$ cat config.mk
export PLATFORM = sky130hd
export DESIGN_NAME = gateway_frame_builder_top
export DESIGN_NICKNAME = d
export VERILOG_FILES = /design/src/hw/rtl/gfb_pkg.sv /design/src/hw/rtl/gfb_serializer.sv /design/src/hw/rtl/gateway_frame_builder_top.sv
export SDC_FILE = /design/constraint.sdc
export NUM_CORES = 1
export LEC_CHECK = 0
export BUFFER_PORTS_ARGS = -buffer_cell sky130_fd_sc_hd__buf_2
export CAP_MARGIN = 15
export CORE_MARGIN = 3
export CORE_UTILIZATION = 40
export DETAILED_ROUTE_END_ITERATION = 10
export PLACE_DENSITY = 0.58
export SLEW_MARGIN = 20
export SYNTH_ARGS = -nofsm -noshare
export SYNTH_HDL_FRONTEND = slang
export SYNTH_SLANG_ARGS = --single-unit
$ cat constraint.sdc
create_clock -name clk -period 8.05 [get_ports clk]
set_clock_uncertainty 0.2 [all_clocks]
set_input_delay 0.805 -clock clk [delete_from_list [all_inputs] [get_ports clk]]
set_output_delay 0.805 -clock clk [all_outputs]
set_load 0.005 [all_outputs]
$ cat src/hw/rtl/gfb_pkg.sv
// ----------------------------------------------------------------------------
// gfb_pkg
// Shared constants and types of the gateway frame builder: frame bytes,
// field widths, byte positions of the frame sequencer and the job record.
// ----------------------------------------------------------------------------
package gfb_pkg;

    localparam int MAX_FRAME      = 1024;
    localparam int FRAME_OVERHEAD = 30;
    localparam int BODY_LIM       = MAX_FRAME - FRAME_OVERHEAD;

    localparam int ADDR_W    = 48;
    localparam int LEN_W     = 10;
    localparam int FLEN_W    = 11;
    localparam int POS_W     = 5;
    localparam int CFG_IDX_W = 8;

    localparam logic [7:0] BYTE_PRE   = 8'hFB;
    localparam logic [7:0] BYTE_SUF   = 8'hFD;
    localparam logic [7:0] BYTE_START = 8'h7B;
    localparam logic [7:0] BYTE_VER   = 8'h03;

    // byte positions within the 30-byte sequence
    localparam logic [POS_W-1:0] POS_FIRST     = 5'd0;
    localparam logic [POS_W-1:0] POS_SUM_FIRST = 5'd3;
    localparam logic [POS_W-1:0] POS_SUM_LAST  = 5'd25;
    localparam logic [POS_W-1:0] POS_CHECK     = 5'd26;
    localparam logic [POS_W-1:0] POS_LAST      = 5'd29;

    localparam logic CMD_START = 1'b0;
    localparam logic CMD_BODY  = 1'b1;

    localparam logic [CFG_IDX_W-1:0] CFG_SRC_ADDR = 8'd0;
    localparam logic [CFG_IDX_W-1:0] CFG_DST_ADDR = 8'd1;

    localparam logic [ADDR_W-1:0] SRC_ADDR_RESET = 48'h1;
    localparam logic [ADDR_W-1:0] DST_ADDR_RESET = 48'h1234;

    typedef enum logic [1:0]
    {
        JOB_HDR,
        JOB_BODY,
        JOB_STRAY
    } job_kind_t;

    typedef struct packed
    {
        job_kind_t          kind;
        logic [7:0]         msg_index;
        logic [7:0]         msg_code;
        logic [LEN_W-1:0]   len;
        logic [47:0]        timestamp;
        logic [7:0]         data_byte;
        logic               with_tail;
        logic [7:0]         tail_check;
        logic [FLEN_W-1:0]  flen;
    } gfb_job_t;

endpackage

$ cat src/hw/rtl/gfb_serializer.sv
// ----------------------------------------------------------------------------
// gfb_serializer
// Holds one job and walks it out one byte per cycle, when not stalled, into the
// output register: header, echoed body byte or drop marker, and the frame tail.
// ----------------------------------------------------------------------------
module gfb_serializer
    import gfb_pkg::*;
(
    input  logic                clk,
    input  logic                rst_n,
    input  logic [ADDR_W-1:0]   src_addr,
    input  logic [ADDR_W-1:0]   dst_addr,
    input  logic                job_valid,
    output logic                job_ready,
    input  gfb_job_t            job,
    output logic                m_axis_tvalid,
    input  logic                m_axis_tready,
    output logic [23:0]         m_axis_tdata,   // out_byte[7:0], frame_length[18:8]
    output logic                m_axis_tlast,
    output logic [1:0]          m_axis_tuser    // frame_end[0], status[1]
);

    gfb_job_t           job_reg;
    logic               job_valid_reg;
    logic [POS_W-1:0]   pos_reg;
    logic [7:0]         hsum_reg;

    logic               out_valid_reg;
    logic [7:0]         out_byte_reg;
    logic [FLEN_W-1:0]  out_flen_reg;
    logic               out_last_reg;
    logic               out_fend_reg;
    logic               out_status_reg;

    logic [7:0]         seq_byte [0:31];
    logic [7:0]         cur_byte;
    logic [POS_W-1:0]   last_pos;
    logic               is_last;
    logic               emit;
    logic               job_load;
    logic               fend;

    always_comb
    begin
        for (int i = 0; i < 32; i++)
        begin
            seq_byte[i] = 8'h00;
        end
        seq_byte[0] = BYTE_PRE;
        seq_byte[1] = BYTE_PRE;
        seq_byte[2] = BYTE_START;
        seq_byte[3] = BYTE_VER;
        for (int i = 0; i < 6; i++)
        begin
            seq_byte[4 + i]  = src_addr[8*i +: 8];
            seq_byte[10 + i] = dst_addr[8*i +: 8];
            seq_byte[20 + i] = job_reg.timestamp[8*i +: 8];
        end
        seq_byte[16] = job_reg.msg_index;
        seq_byte[17] = job_reg.len[7:0];
        seq_byte[18] = {6'd0, job_reg.len[9:8]};
        seq_byte[19] = job_reg.msg_code;
        case (job_reg.kind)
            JOB_HDR:   seq_byte[26] = ~hsum_reg + 8'd1;
            JOB_BODY:  seq_byte[26] = job_reg.data_byte;
            default:   seq_byte[26] = 8'h00;
        endcase
        seq_byte[27] = job_reg.tail_check;
        seq_byte[28] = BYTE_SUF;
        seq_byte[29] = BYTE_SUF;
    end

    assign cur_byte  = seq_byte[pos_reg];
    assign last_pos  = job_reg.with_tail ? POS_LAST : POS_CHECK;
    assign is_last   = (pos_reg == last_pos);
    assign emit      = job_valid_reg && (!out_valid_reg || m_axis_tready);
    assign job_ready = !job_valid_reg || (emit && is_last);
    assign job_load  = job_valid && job_ready;
    assign fend      = job_reg.with_tail && (pos_reg == POS_LAST);

    always_ff @(posedge clk or negedge rst_n)
    begin
        if (!rst_n)
        begin
            job_valid_reg <= 1'b0;
            pos_reg       <= POS_FIRST;
            hsum_reg      <= 8'h00;
        end
        else if (job_load)
        begin
            job_valid_reg <= 1'b1;
            pos_reg       <= (job.kind == JOB_HDR) ? POS_FIRST : POS_CHECK;
            hsum_reg      <= 8'h00;
        end
        else if (emit)
        begin
            if (is_last)
            begin
                job_valid_reg <= 1'b0;
            end
            pos_reg <= pos_reg + 5'd1;
            if (pos_reg >= POS_SUM_FIRST && pos_reg <= POS_SUM_LAST)
            begin
                hsum_reg <= hsum_reg + cur_byte;
            end
        end
    end

    always_ff @(posedge clk)
    begin
        if (job_load)
        begin
            job_reg <= job;
        end
    end

    always_ff @(posedge clk or negedge rst_n)
    begin
        if (!rst_n)
        begin
            out_valid_reg <= 1'b0;
        end
        else if (emit)
        begin
            out_valid_reg <= 1'b1;
        end
        else if (m_axis_tready)
        begin
            out_valid_reg <= 1'b0;
        end
    end

    always_ff @(posedge clk)
    begin
        if (emit)
        begin
            out_byte_reg   <= cur_byte;
            out_last_reg   <= is_last;
            out_fend_reg   <= fend;
            out_flen_reg   <= fend ? job_reg.flen : '0;
            out_status_reg <= (job_reg.kind == JOB_STRAY);
        end
    end

    assign m_axis_tvalid = out_valid_reg;
    assign m_axis_tdata  = {5'd0, out_flen_reg, out_byte_reg};
    assign m_axis_tlast  = out_last_reg;
    assign m_axis_tuser  = {out_status_reg, out_fend_reg};

    a_fend_is_last: assert property (@(posedge clk) disable iff (!rst_n)
        (out_valid_reg && out_fend_reg) |-> out_last_reg)
        else $error("frame end without last flag");

    a_pos_bound: assert property (@(posedge clk) disable iff (!rst_n)
        job_valid_reg |-> (pos_reg <= last_pos))
        else $error("sequencer ran past last byte");

    a_job_retire: assert property (@(posedge clk) disable iff (!rst_n)
        (emit && is_last && !job_valid) |=> !job_valid_reg)
        else $error("finished job not retired");

endmodule

$ cat src/hw/rtl/gateway_frame_builder_top.sv
// ----------------------------------------------------------------------------
// gateway_frame_builder_top
// Concentrator frame builder: start items open a frame and send its header,
// body items are echoed and summed, the tail closes the frame.
//
//   channel  dir  handshake                payload
//   s_axis   in   s_axis_tvalid/tready     tdata item fields, tuser cmd
//   m_axis   out  m_axis_tvalid/tready     tdata byte+length, tlast, tuser
//   cfg      in   cfg_valid/cfg_ready      cfg_index, cfg_data (48 bits)
//
// One output byte per cycle from the serializer's output register while
// m_axis_tready does not stall it. A body item sends one byte (four when it
// closes the frame), a start item 27 bytes (30 for an empty body), a stray
// body byte one. Reset clears frame state, loads the default addresses and
// empties the job and output registers. s_axis_tready is high while no job is held
// and, on the last byte of a job, when m_axis_tready is high or the output is idle.
// ----------------------------------------------------------------------------
module gateway_frame_builder_top
    import gfb_pkg::*;
(
    input  logic                    clk,
    input  logic                    rst_n,
    input  logic                    s_axis_tvalid,
    output logic                    s_axis_tready,
    // msg_index[7:0], msg_code[15:8], body_len[25:16], timestamp[73:26],
    // data_byte[81:74]
    input  logic [87:0]             s_axis_tdata,
    input  logic                    s_axis_tuser,   // cmd[0]
    output logic                    m_axis_tvalid,
    input  logic                    m_axis_tready,
    output logic [23:0]             m_axis_tdata,   // out_byte[7:0], frame_length[18:8]
    output logic                    m_axis_tlast,   // run_last
    output logic [1:0]              m_axis_tuser,   // frame_end[0], status[1]
    input  logic                    cfg_valid,
    output logic                    cfg_ready,
    input  logic [CFG_IDX_W-1:0]    cfg_index,
    input  logic [ADDR_W-1:0]       cfg_data
);

    logic [ADDR_W-1:0]  src_addr_reg;
    logic [ADDR_W-1:0]  dst_addr_reg;
    logic               in_frame_reg;
    logic [LEN_W-1:0]   bytes_left_reg;
    logic [7:0]         body_sum_reg;
    logic [LEN_W-1:0]   body_total_reg;

    logic               in_frame_next;
    logic [LEN_W-1:0]   bytes_left_next;
    logic [7:0]         body_sum_next;
    logic [LEN_W-1:0]   body_total_next;

    logic               s_fire;
    logic               job_ready;
    gfb_job_t           job;

    logic [7:0]         f_index;
    logic [7:0]         f_code;
    logic [LEN_W-1:0]   f_len;
    logic [47:0]        f_ts;
    logic [7:0]         f_data;
    logic [LEN_W-1:0]   len_sat;
    logic [7:0]         sum_new;
    logic [LEN_W-1:0]   left_new;

    assign f_index = s_axis_tdata[7:0];
    assign f_code  = s_axis_tdata[15:8];
    assign f_len   = s_axis_tdata[25:16];
    assign f_ts    = s_axis_tdata[73:26];
    assign f_data  = s_axis_tdata[81:74];

    assign s_axis_tready = job_ready;
    assign s_fire        = s_axis_tvalid && job_ready;
    assign cfg_ready     = 1'b1;

    assign len_sat  = (int'(f_len) > BODY_LIM) ? LEN_W'(BODY_LIM) : f_len;
    assign sum_new  = body_sum_reg + f_data;
    assign left_new = (bytes_left_reg != '0) ? bytes_left_reg - 10'd1 : '0;

    always_comb
    begin
        in_frame_next   = in_frame_reg;
        bytes_left_next = bytes_left_reg;
        body_sum_next   = body_sum_reg;
        body_total_next = body_total_reg;

        job.kind       = JOB_STRAY;
        job.msg_index  = f_index;
        job.msg_code   = f_code;
        job.len        = len_sat;
        job.timestamp  = f_ts;
        job.data_byte  = f_data;
        job.with_tail  = 1'b0;
        job.tail_check = 8'h00;
        job.flen       = {1'b0, body_total_reg} + FLEN_W'(FRAME_OVERHEAD);

        if (s_axis_tuser == CMD_START)
        begin
            job.kind        = JOB_HDR;
            job.flen        = {1'b0, len_sat} + FLEN_W'(FRAME_OVERHEAD);
            body_total_next = len_sat;
            body_sum_next   = 8'h00;
            bytes_left_next = len_sat;
            if (len_sat == '0)
            begin
                job.with_tail = 1'b1;
                in_frame_next = 1'b0;
            end
            else
            begin
                in_frame_next = 1'b1;
            end
        end
        else if (in_frame_reg)
        begin
            job.kind        = JOB_BODY;
            bytes_left_next = left_new;
            if (left_new == '0)
            begin
                job.with_tail  = 1'b1;
                job.tail_check = ~sum_new + 8'd1;
                in_frame_next  = 1'b0;
                body_sum_next  = 8'h00;
            end
            else
            begin
                body_sum_next = sum_new;
            end
        end
    end

    always_ff @(posedge clk or negedge rst_n)
    begin
        if (!rst_n)
        begin
            in_frame_reg   <= 1'b0;
            bytes_left_reg <= '0;
            body_sum_reg   <= 8'h00;
            body_total_reg <= '0;
        end
        else if (s_fire)
        begin
            in_frame_reg   <= in_frame_next;
            bytes_left_reg <= bytes_left_next;
            body_sum_reg   <= body_sum_next;
            body_total_reg <= body_total_next;
        end
    end

    always_ff @(posedge clk or negedge rst_n)
    begin
        if (!rst_n)
        begin
            src_addr_reg <= SRC_ADDR_RESET;
            dst_addr_reg <= DST_ADDR_RESET;
        end
        else if (cfg_valid)
        begin
            unique case (cfg_index)
                CFG_SRC_ADDR: src_addr_reg <= cfg_data;
                CFG_DST_ADDR: dst_addr_reg <= cfg_data;
                default:      ;
            endcase
        end
    end

    gfb_serializer u_ser
    (
        .clk           (clk),
        .rst_n         (rst_n),
        .src_addr      (src_addr_reg),
        .dst_addr      (dst_addr_reg),
        .job_valid     (s_axis_tvalid),
        .job_ready     (job_ready),
        .job           (job),
        .m_axis_tvalid (m_axis_tvalid),
        .m_axis_tready (m_axis_tready),
        .m_axis_tdata  (m_axis_tdata),
        .m_axis_tlast  (m_axis_tlast),
        .m_axis_tuser  (m_axis_tuser)
    );

    a_open_has_count: assert property (@(posedge clk) disable iff (!rst_n)
        in_frame_reg |-> (bytes_left_reg != '0))
        else $error("open frame with no bytes left");

    a_stray_keeps_state: assert property (@(posedge clk) disable iff (!rst_n)
        (s_fire && s_axis_tuser == CMD_BODY && !in_frame_reg) |=>
        (!in_frame_reg && $stable(body_total_reg)))
        else $error("stray body byte changed frame state");

endmodule
# Word level (Yosys, flattened, before mapping)
# Index checks and enable logic that the tools add are counted.
dict set report word_totals {
  reg_bits 266
  input_bits 150
  output_inout_bits 30
  word_cells 106
}
dict set report op_classes {
  n_addsub 8
  n_lt_le_gt_ge 4
  n_eq_ne 6
  mux 34
  n_bitwise 4
  reduce_logical 26
}
# cell count
set ops {}
lappend ops {{8-bit 2-to-1 mux} 8}
lappend ops {{8-bit binary-select mux with 5-bit select} 1}
lappend ops {{10-bit 2-to-1 mux} 4}
lappend ops {{10-bit by 5-bit adder with 11-bit output, second input constant} 2}
lappend ops {{10-bit logical NOT} 2}
lappend ops {{9-bit 2-to-1 mux} 2}
lappend ops {{8-bit by 1-bit adder with 8-bit output, second input constant} 2}
lappend ops {{8-bit adder} 2}
lappend ops {{8-bit NOT} 2}
lappend ops {{8-bit case mux with 2 select lines} 1}
lappend ops {{5-bit 2-to-1 mux} 3}
lappend ops {{2-bit AND reduction} 6}
lappend ops {{1-bit 2-to-1 mux} 11}
lappend ops {{11-bit 2-to-1 mux} 1}
lappend ops {{10-bit > comparator, second input constant} 1}
lappend ops {{10-bit nonzero test} 1}
lappend ops {{10-bit by 1-bit subtractor with 10-bit output, second input constant} 1}
lappend ops {{8-bit by 1-bit equality test with 1-bit output, second input constant} 1}
lappend ops {{8-bit logical NOT} 1}
lappend ops {{2-bit nonzero test} 4}
lappend ops {{6-bit greater-or-equal comparator, second input constant} 1}
lappend ops {{5-bit NOT with 6-bit output} 1}
lappend ops {{5-bit by 1-bit adder with 5-bit output, second input constant} 1}
lappend ops {{5-bit equality test} 1}
lappend ops {{14 further kinds} 22}

# Depth between registers and ports, before layout
dict set report logic_depth {
  depth_word 10
  ltp_mapped 18
}

# By module
# Synthesis repeated with hierarchy kept, for this count alone.
dict set report hier_totals {
  cells_unflattened 980
  area_unflattened_um2 12753.5
}
# module instances cells_each area_per_inst_um2 seq_area_each_um2
set by_module_without_submodules {}
lappend by_module_without_submodules {gfb_serializer 1 480 6842.8 4159.0}
lappend by_module_without_submodules {gateway_frame_builder_top 1 500 5910.7 3135.5}

# Least setup slack after synthesis
# Ideal clock, no wire load.
dict set report synth_path {
  path_kind {input to register}
  from {input m_axis_tready}
  to {register u_ser.job_reg[0] (netlist bit) (enable)}
  setup_time_ns 0.509
  arrival_time_ns 4.609
  setup_slack_ns 2.732
  path_stages 6
  cell_sequence {nand2b_1 -> o2111ai_1 -> and2_1 -> buf_2 -> inv_1 -> clkbuf_1}
}
dict set report synth_via {
  elab_chain_cells 5
}
# item line
set synth_lines {}
lappend synth_lines {{start: declaration} gateway_frame_builder_top.sv:30} ;# input logic m_axis_tready,
lappend synth_lines {{1-bit logical OR} gfb_serializer.sv:76} ;# assign emit = job_valid_reg && (!out_valid_reg || m_axis_tready);
lappend synth_lines {{1-bit logical AND} gfb_serializer.sv:76}
lappend synth_lines {{1-bit logical AND} gfb_serializer.sv:77} ;# assign job_ready = !job_valid_reg || (emit && is_last);
lappend synth_lines {{1-bit logical OR} gfb_serializer.sv:77}
lappend synth_lines {{1-bit logical AND} n/a}
lappend synth_lines {{net s_fire} gateway_frame_builder_top.sv:52} ;# logic s_fire;
lappend synth_lines {{end signal: assignment} gfb_serializer.sv:113} ;# job_reg <= job;
lappend synth_lines {{end: declaration} gfb_serializer.sv:23} ;# gfb_job_t job_reg;
# The timed path passes the listed nets, and every way through them passes these cells.
# A chain may end at the register's enable or synchronous reset.

# Worst setup path after layout
dict set report layout_path {
  from {register u_ser.pos_reg[0]}
  to {register u_ser.hsum_reg[7]}
}
dict set report layout_via {
  elab_chain_cells 8
  word_cells_on_any_way 18
  cone_classes {add/sub (1); order compare (2); eq/ne (1); mux (6); bitwise (1); reduce/logical (7)}
}
# item line
set layout_lines {}
lappend layout_lines {{start: declaration} gfb_serializer.sv:25} ;# logic [POS_W-1:0] pos_reg;
lappend layout_lines {{start signal: assignment} gfb_serializer.sv:92} ;# pos_reg <= (job.kind == JOB_HDR) ? POS_FIRST : POS_CHECK;
lappend layout_lines {{start signal: assignment} gfb_serializer.sv:101} ;# pos_reg <= pos_reg + 5'd1;
lappend layout_lines {{5-bit NOT with 6-bit output (implied by the code)} gfb_serializer.sv:73} ;# assign cur_byte = seq_byte[pos_reg];
lappend layout_lines {{8-bit binary-select mux with 5-bit select} gfb_serializer.sv:73}
lappend layout_lines {{8-bit 2-to-1 mux (implied by the code) (2 in a row)} gfb_serializer.sv:73}
lappend layout_lines {{net u_ser.cur_byte[4]} gfb_serializer.sv:36} ;# logic [7:0] cur_byte;
lappend layout_lines {{8-bit adder} gfb_serializer.sv:104} ;# hsum_reg <= hsum_reg + cur_byte;
lappend layout_lines {{8-bit 2-to-1 mux} gfb_serializer.sv:102} ;# if (pos_reg >= POS_SUM_FIRST && pos_reg <= POS_SUM_LAST)
lappend layout_lines {{8-bit 2-to-1 mux} gfb_serializer.sv:95} ;# else if (emit)
lappend layout_lines {{8-bit 2-to-1 mux} gfb_serializer.sv:89} ;# else if (job_load)
lappend layout_lines {{end signal: assignment} gfb_serializer.sv:104}
lappend layout_lines {{end: declaration} gfb_serializer.sv:26} ;# logic [7:0] hsum_reg;
# The timed path passes the listed nets, and every way through them passes these cells. The select of a mux whose other input is x is not followed.

==> metrics <==
drc violations 0; r2r setup slk 3360 ps; type of the worst setup path flip-flop to flip-flop; TritonCTS clock tree yes; Synth Register Bits roughly 270; max reg flops 104; Worst Tran Pin Value slightly above 900 ps; initial antenna violation count 3; EDFF count, synth 126; port bufs 167; adder-cell share of the synthesized area 0.0228; Pwr Total between 4 and 5 mW; Worst R2R Start u_ser.pos_reg[0]; 1st-iter DRT viols 674; H-tree depth 1; largest net degree at the start of global routing slightly below 90; RePlAce Congestion between 0.8 and 0.9; core area about 31000 um^2; R2R Path End u_ser.hsum_reg[7]; DP HPWL approximately 22 mm; hold_buf cts 0; Critical Path Max Stage Delay 800 ps; Simple-Gate Fraction of Synth Area 0.0988; CTS root buf clkbuf_16; Post-synth top flop dfrtp_1; period utilization 0.583; hold crit path type primary input to async pin; post-cts resize count 0; Synth Area in XOR/XNOR 0.0152; largest family of logic cells by synthesized area multiplexers; nets@finish ~1300; DIE WIDTH between 150 and 200 um; clock sink count approximately 270; clock latency on the worst-skew pair between 500 and 600 ps; Worst Path Max Fanout 36; Critical Path AT between 4000 and 5000 ps; CP Cell Sequence buf_4 -> mux4_2 -> mux2i_1 -> o21ai_0 -> nor3_1 -> a211oi_1 -> ha_1 -> nand3_1 -> o2111a_1 -> nor3_1 -> a2111oi_0 -> a311oi_1 -> nand3_1; Fin. Hold Viols 0; Synth top area share 0.298; Compound-Gate Fraction of Synth Area 0.0957; Cell Pwr Density 306 nW/um^2; max-slew violation count 0; multiplexer area fraction after synthesis 0.163; Final TNS setup 0 ps; Async SR Flop Fraction 0.526; crit start category flip-flop; top post-synthesis cells by area edfxtp_1, dfrtp_1, mux2_2; Distinct cells, synth 73; Initial Utilization 0.410; WL final around 31 mm; final worst path period need around 4700 ps; grt total ovfl 0; I/O pins 180; row count 64; RSZ-0062 raised after global routing false; cell count after synthesis slightly below 1000; Vias/cell ~5.5; Yosys top cell by area edfxtp_1; Worst Reg-to-Reg Cells 13; DR vias roughly 8500; CP required just over 8000 ps; chip height 184 um; Max Clk Rate between 200 and 250 MHz; outcome completed; vias in the first global route 8536; share of layout cells above drive strength 1 0.331; first-pass GRT wire length roughly 49 mm; Critical-path top delay cell dfrtp_4; Post-Syn Area about 13000 um^2; number of post-CTS setup repair buffers 0; final core occ 0.478; worst setup margin between 3000 and 4000 ps; Die ar. 34000 um^2; slew margin rel. 0.386; iteration count of the initial detailed-routing pass 5; sequential share of the synthesized area 0.574; CTS Buf Count 28; Peak VDD IR approximately 180 uV; ANT nets after route 0; Syn Area/Cell 13.0 um^2; Area growth syn-to-layout 16.4%; GRT Total Usage 0.185; Setup Viol. Count Final 0; critical path endpoint category flip-flop; CTS max path bufs 3; dpl ws 3340 ps; Reg clk slew, reported paths about 60 ps; max-cap viol count 0; cell leakage power 6.31 nW; WL per Instance about 20 um; Syn. warnings 0
-- final cells by class --
type                            count  area, um^2
Multi-Input combinational cell    629        5060
Clock inverter                     11         105
Antenna cell                        1        2.50
Fill cell                        2764       16200
Clock buffer                       41         801
Timing Repair Buffer              177         921
Inverter                           30         115
Tap cell                          396         495
Sequential cell                   266        7300
-- metal layers --
metal / vias to the layer above / routed length (um) / global-route usage / part of all wire
li1: 3984 / - / - / -
met1: 4171 / 13900 / 0.260 / 0.44
met2: 283 / 14800 / 0.299 / 0.47
met3: 52 / 1990 / 0.0320 / 0.064
met4: 4 / 738 / 0.0535 / 0.024
met5: - / 21 / 0 / 0.00067
-- report_power, final --
part | switching (mW) | leakage (nW) | internal, mW
logic | 0.814 | 2.86 | 0.613
clock network | 0.524 | 0.446 | 0.750
registers | 0.216 | 3.00 | 1.61
-- stage by stage --
stage / cells / hold slack (ps) / cell area [um^2]
finish: 1551 / 68.7 / 14800
global route: 1551 / 105 / 14800
CTS: 1550 / 92.5 / 14800
detailed placement: 1498 / 266 / 13900
global placement: 1498 / 261 / 13900
floorplan: 982 / 246 / 12700
-- synthesized netlist by cell type (14+ instances only) --
master,count
a211oi_1,14
a21oi_1,32
and2_1,14
buf_4,15
clkbuf_1,29
dfrtp_1,134
edfxtp_1,126
ha_1,20
inv_1,29
mux2_2,104
mux4_2,34
nand2_1,77
nor2_1,63
nor3_1,24
o21ai_0,34
-- cell families after synthesis --
kind of cell | count (synthesis)
DFF | 266
xor gates and xnor gates | 22
AOI/OAI and AO/OA | 175
and+or+nand+nor | 253
adders and majority gates | 22
other | 2
muxes | 151
buffers and inverters | 87
-- cells in the final DEF (no fill, tap or decap), drive strengths merged, types with 8 or more instances in the layout --
cell / instances
mux2: 104
nand2b: 8
mux4: 34
edfxtp: 126
dfrtp: 134
and2: 15
clkbuf: 41
o21ai: 34
buf: 177
xor2: 9
o211ai: 9
inv: 29
nand3: 13
xnor2: 13
clkinv: 10
a21oi: 33
a22o: 9
nand2: 77
nor2: 63
mux2i: 13
ha: 20
nor3: 25
a211oi: 14
-- worst max path at each step --
stage	start	end	slack, ps	depth (start not counted)
3_3_place_gp	u_ser.pos_reg[0]	u_ser.hsum_reg[7]	3350	13
4_1_cts	u_ser.pos_reg[0]	u_ser.hsum_reg[7]	3340	13
6_report	u_ser.pos_reg[0]	u_ser.hsum_reg[7]	3360	13
2_1_floorplan	m_axis_tready	u_ser.job_reg[0]	2730	6
3_5_place_dp	u_ser.pos_reg[0]	u_ser.hsum_reg[7]	3340	13
5_1_grt	u_ser.pos_reg[0]	u_ser.hsum_reg[7]	2990	13
-- worst max-delay path, delay by kind of cell (launching register included) --
family | cells | cell delay, ps
adder cells (fa/ha/maj) | 1 | 290
multiplexers | 2 | 410
AND/OR/NAND/NOR | 4 | 640
flip-flops | 1 | 800
AO/OA/AOI/OAI | 5 | 1570
buffers and inverters | 1 | 610
(Power assumes the default switching activity.)
